$ cat src/rtl/alm_pkg.sv
// Package for the array linked list manager: command and status codes,
// the queue entry type shared by front and back end. No dependencies.
package alm_pkg;

  localparam int CMD_W = 3;
  localparam int ST_W  = 3;

  typedef enum logic [CMD_W-1:0] {
    CMD_INS_AFTER  = 3'd0,
    CMD_INS_BEFORE = 3'd1,
    CMD_PUSH       = 3'd2,
    CMD_ERASE      = 3'd3,
    CMD_POP        = 3'd4,
    CMD_FIND       = 3'd5,
    CMD_LINEARIZE  = 3'd6,
    CMD_NOP        = 3'd7
  } cmd_t;

  typedef enum logic [ST_W-1:0] {
    ST_OK       = 3'd0,
    ST_FULL     = 3'd1,
    ST_UNUSED   = 3'd2,
    ST_MISMATCH = 3'd3,
    ST_BEFORE   = 3'd4,
    ST_EMPTY    = 3'd5,
    ST_NOTFOUND = 3'd6
  } status_t;

  // Item as it leaves the front end: command plus operands, with the slot
  // range check already made.
  typedef struct packed {
    cmd_t        cmd;
    logic [7:0]  slot;
    logic        slot_oob;
    logic [63:0] value;
    logic [7:0]  pos;
  } cmd_item_t;

endpackage

$ cat src/rtl/alm_front.sv
// Front end of the list manager: accepts command items and classifies them
// into a two-entry queue for the back end. Depends on alm_pkg.
module alm_front #(
  parameter int CAPACITY    = 256,
  parameter int VALUE_WIDTH = 32
) (
  input  logic                clk,
  input  logic                rst,
  input  logic                in_valid,
  output logic                in_ready,
  input  logic [2:0]          in_cmd,
  input  logic [7:0]          in_slot,
  input  logic [31:0]         in_value,
  input  logic [7:0]          in_pos,
  output logic                q_valid,
  input  logic                q_ready,
  output alm_pkg::cmd_item_t  q_item
);
  import alm_pkg::*;

  cmd_item_t  buf0, buf1;
  logic [1:0] fill;
  cmd_item_t  item_new;
  logic       push, pop;

  always_comb begin
    item_new.cmd      = cmd_t'(in_cmd);
    item_new.slot     = in_slot;
    item_new.slot_oob = (32'(in_slot) >= 32'(CAPACITY));
    item_new.value    = 64'(in_value) & ((VALUE_WIDTH >= 64) ? '1 :
                        ((64'd1 << VALUE_WIDTH) - 64'd1));
    item_new.pos      = in_pos;
  end

  assign in_ready = (fill != 2'd2);
  assign q_valid  = (fill != 2'd0);
  assign q_item   = buf0;
  assign push     = in_valid && in_ready;
  assign pop      = q_valid && q_ready;

  always_ff @(posedge clk) begin
    if (rst) begin
      fill <= 2'd0;
    end else begin
      fill <= fill + 2'(push) - 2'(pop);
    end
    if (pop) begin
      buf0 <= (fill == 2'd2) ? buf1 : item_new;
    end else if (push && fill == 2'd0) begin
      buf0 <= item_new;
    end
    if (push && ((fill == 2'd1 && !pop) || (fill == 2'd2))) begin
      buf1 <= item_new;
    end
  end
endmodule

$ cat config.mk
export PLATFORM = sky130hd
export DESIGN_NAME = alm_front
export DESIGN_NICKNAME = d
export VERILOG_FILES = /design/src/rtl/alm_pkg.sv /design/src/rtl/alm_front.sv
export SDC_FILE = /design/constraint.sdc
export NUM_CORES = 1
export LEC_CHECK = 0
export ABC_AREA = 1
export BUFFER_PORTS_ARGS = -buffer_cell sky130_fd_sc_hd__buf_2
export CORE_ASPECT_RATIO = 1.75
export CORE_MARGIN = 2
export CORE_UTILIZATION = 56
export CTS_BUF_LIST = sky130_fd_sc_hd__clkbuf_2 sky130_fd_sc_hd__clkbuf_4 sky130_fd_sc_hd__clkbuf_8
export CTS_CLUSTER_DIAMETER = 30
export DETAILED_ROUTE_END_ITERATION = 16
export PLACE_DENSITY = 0.95
export SLEW_MARGIN = 20
export SYNTH_ARGS = -nofsm -noshare
export SYNTH_HDL_FRONTEND = slang
export SYNTH_SLANG_ARGS = --single-unit
$ cat constraint.sdc
create_clock -name clk -period 12.1 [get_ports clk]
set_input_delay 0 -clock clk [delete_from_list [all_inputs] [get_ports clk]]
set_output_delay 0 -clock clk [all_outputs]
set_load 0.02 [all_outputs]
==> impl_metrics.toml <==
[global_routing]
grt_max_degree = 55
grt_remaining_overflow = 0
grt_pass1_wl_microns = 14270
antenna_found_initial = 0
grt_pass1_vias = 2940
grt.total_usage_pct = 22.82

[worst_setup_path]
required_ns = 12.21
critical-path-top-delay-family = "simple AND/OR/NAND/NOR gates"
worst-path-max-fanout = 51
crit_buf_inv = 1
start_kind = "flop"
crit_start = "fill[1]"
cp_slowest_cell = "nand2_2"
critPathCaptureType = "flop"
worstSetupPathType = "flop to flop"
cp_data_arrival_time_ns = 2.40
reg2reg_from = "fill[1]"
critPathMaxStageDelay_ns = 0.70
cpMostUsedCell = "nand2_1"
path_cells = "inv_2, nor2_4, nand2_2, nand2_1, nand2_1"

[sta]
fin_crit_sh_pct = 18.99
slew_violations = 0
slew_headroom_pct = 35.79
skew_ns = 0.008388
setup_violations = 0
hold-worst-slack_ns = 0.2552
max_slew.worst_pin.slew_ns = 0.9598
setup_tns_ns = 0
period_minus_slack_ns = 2.298
fmax_mhz = 435.2
rsz0062_at_grt = "false"
finalHoldViolCount = 0

[cells_and_area]
area_growth_pct = 29.08
final_common_cell = "nand2_1"
drive_above_1_share_pct = 26.67
nFillCells = 451
n_antenna_cell = 0
final_cell_count_no_fill = 581
nets = 548
layout_common_cells = "108 x nand2_1, 107 x buf_2, 102 x edfxtp_1, 52 x nand3_1, 52 x dlygate4sd3_1"

[placed_design]
dp_cells = 513
dp_hpwl_microns = 5362
portBuffers = 107
routabilityCongestion = 0.6885

[hold_path]
hold_class = "input pin to flop"
hold_start = "in_valid"

[power]
power_leakage_nw = 2.354
p_total_mw = 1.110
peakVddDrop_v = 0.0001180
p_per_area_mw_per_mm2 = 204.7

[route]
vias_per_cell = 5.148
drt_wl_total_microns = 9404
drc_errors = 0
routedWlPerCell_microns = 16.19
drt_iter0_markers = 300
dr_total_vias = 2991
detail-route-antenna-nets = 0
dr.pass1.iters = 5

[job]
maxCapViolCount = 0

[clock_network]
clk_latency_ns = 0.36
postCtsSetupRepairBufs = 0
cts_tree = "yes"
postCtsHoldBufs = 52
cts_resized = 0
cts_max_level = 3
cts.root.buffer_cell = "clkbuf_8"
cts_buffers = 9
cts_buffer_depth = 2
clk_pin_slew_ns = 0.09
cts_num_sinks = 104

[synth]
ys_types = 17
ys_seq_area_share_pct = 73.90
ys_ff_latch = 104
yosys_warnings = 0
syn_area_sq_mm = 0.004199
syn_inst = 333
avgSynthCellArea_sq_um = 12.61

[floorplanning]
core_sq_mm = 0.007233
die_area_sq_mm = 0.008234
die_width_microns = 69.46
fp.dieH_microns = 118.6
boundaryPins = 141
row_count = 41
initial_core_util_pct = 58.05

[outcome]
outcome = "complete, no violations"
[cells in the mapped netlist (all sizes together)]
cell type	instances	area share, %
nand3	52	6.2
a21oi	1	0.12
ha	2	0.60
conb	1	0.089
dfxtp	2	0.95
buf	45	7.3
clkbuf	4	0.36
nor4	1	0.15
inv	10	0.89
edfxtp	102	73
nand2	109	9.8
nor2	3	0.45
o21ai	1	0.12
[layer usage]
metal,up-vias,global-route usage [%],wire length [microns]
met5,-,0,0
met4,0,12.50,246
met3,20,2.984,638
met2,193,42.01,5211
met1,1390,24.76,3307
li1,1388,-,-
[sequential cells by signal, indices dropped and copies added (netlist names)]
register,count
buf1,51
fill,2
q_item,51
[final cells by class]
cell class                      count  area (sq um)  area share, %
Multi-Input combinational cell    202         873.3          16.11
Inverter                           10         37.54         0.6925
Sequential cell                   104          3103          57.25
Tap cell                           86         107.6          1.985
Clock inverter                      6         61.31          1.131
Clock buffer                        9         123.9          2.285
Timing Repair Buffer              164          1114          20.54
[report_power, final]
| part | internal [mW] | total (mW) | switching [mW] |
|---|---|---|---|
| registers | 0.519 | 0.545 | 0.0269 |
| clock network | 0.0934 | 0.203 | 0.110 |
| logic | 0.103 | 0.361 | 0.258 |
[worst reg2reg max path, cell delays in order (launching register included)]
cell     delay (ns)
dfxtp_1        0.37
inv_2          0.08
nor2_4         0.45
nand2_2        0.70
nand2_1        0.35
nand2_1        0.11
[worst paths after layout]
kind / endpoint / slack (ns) / depth (start not counted)
worst max-delay path: q_item[25] / 9.80 / 5
worst min-delay path: fill[1] / 0.26 / 6
worst max register to register: q_item[25] / 9.80 / 5
worst min register to register: q_item[14] / 0.55 / 2
[metrics by stage]
step                worst slack, ns  instance area, sq um  util (%)
global placement              9.432                  4687     64.80
detailed placement            9.236                  4687     64.80
floorplan                     6.211                  4319         -
CTS                           9.208                  5393     74.55
global route                  9.660                  5420     74.94
finish                        9.802                  5420     74.94
[cells by family (layout without fill, tap and decap cells)]
kind of cell    count (synthesis)  after routing  synth area share (%)
flops                         104            104                 73.90
fa+ha+maj                       2              2                0.5959
compound gates                  2              2                0.2382
other cells                     1             33               0.08931
simple gates                  165            165                 16.60
buf+inv                        59            189                 8.582
No activity file was read; power rests on OpenSTA's default activity.
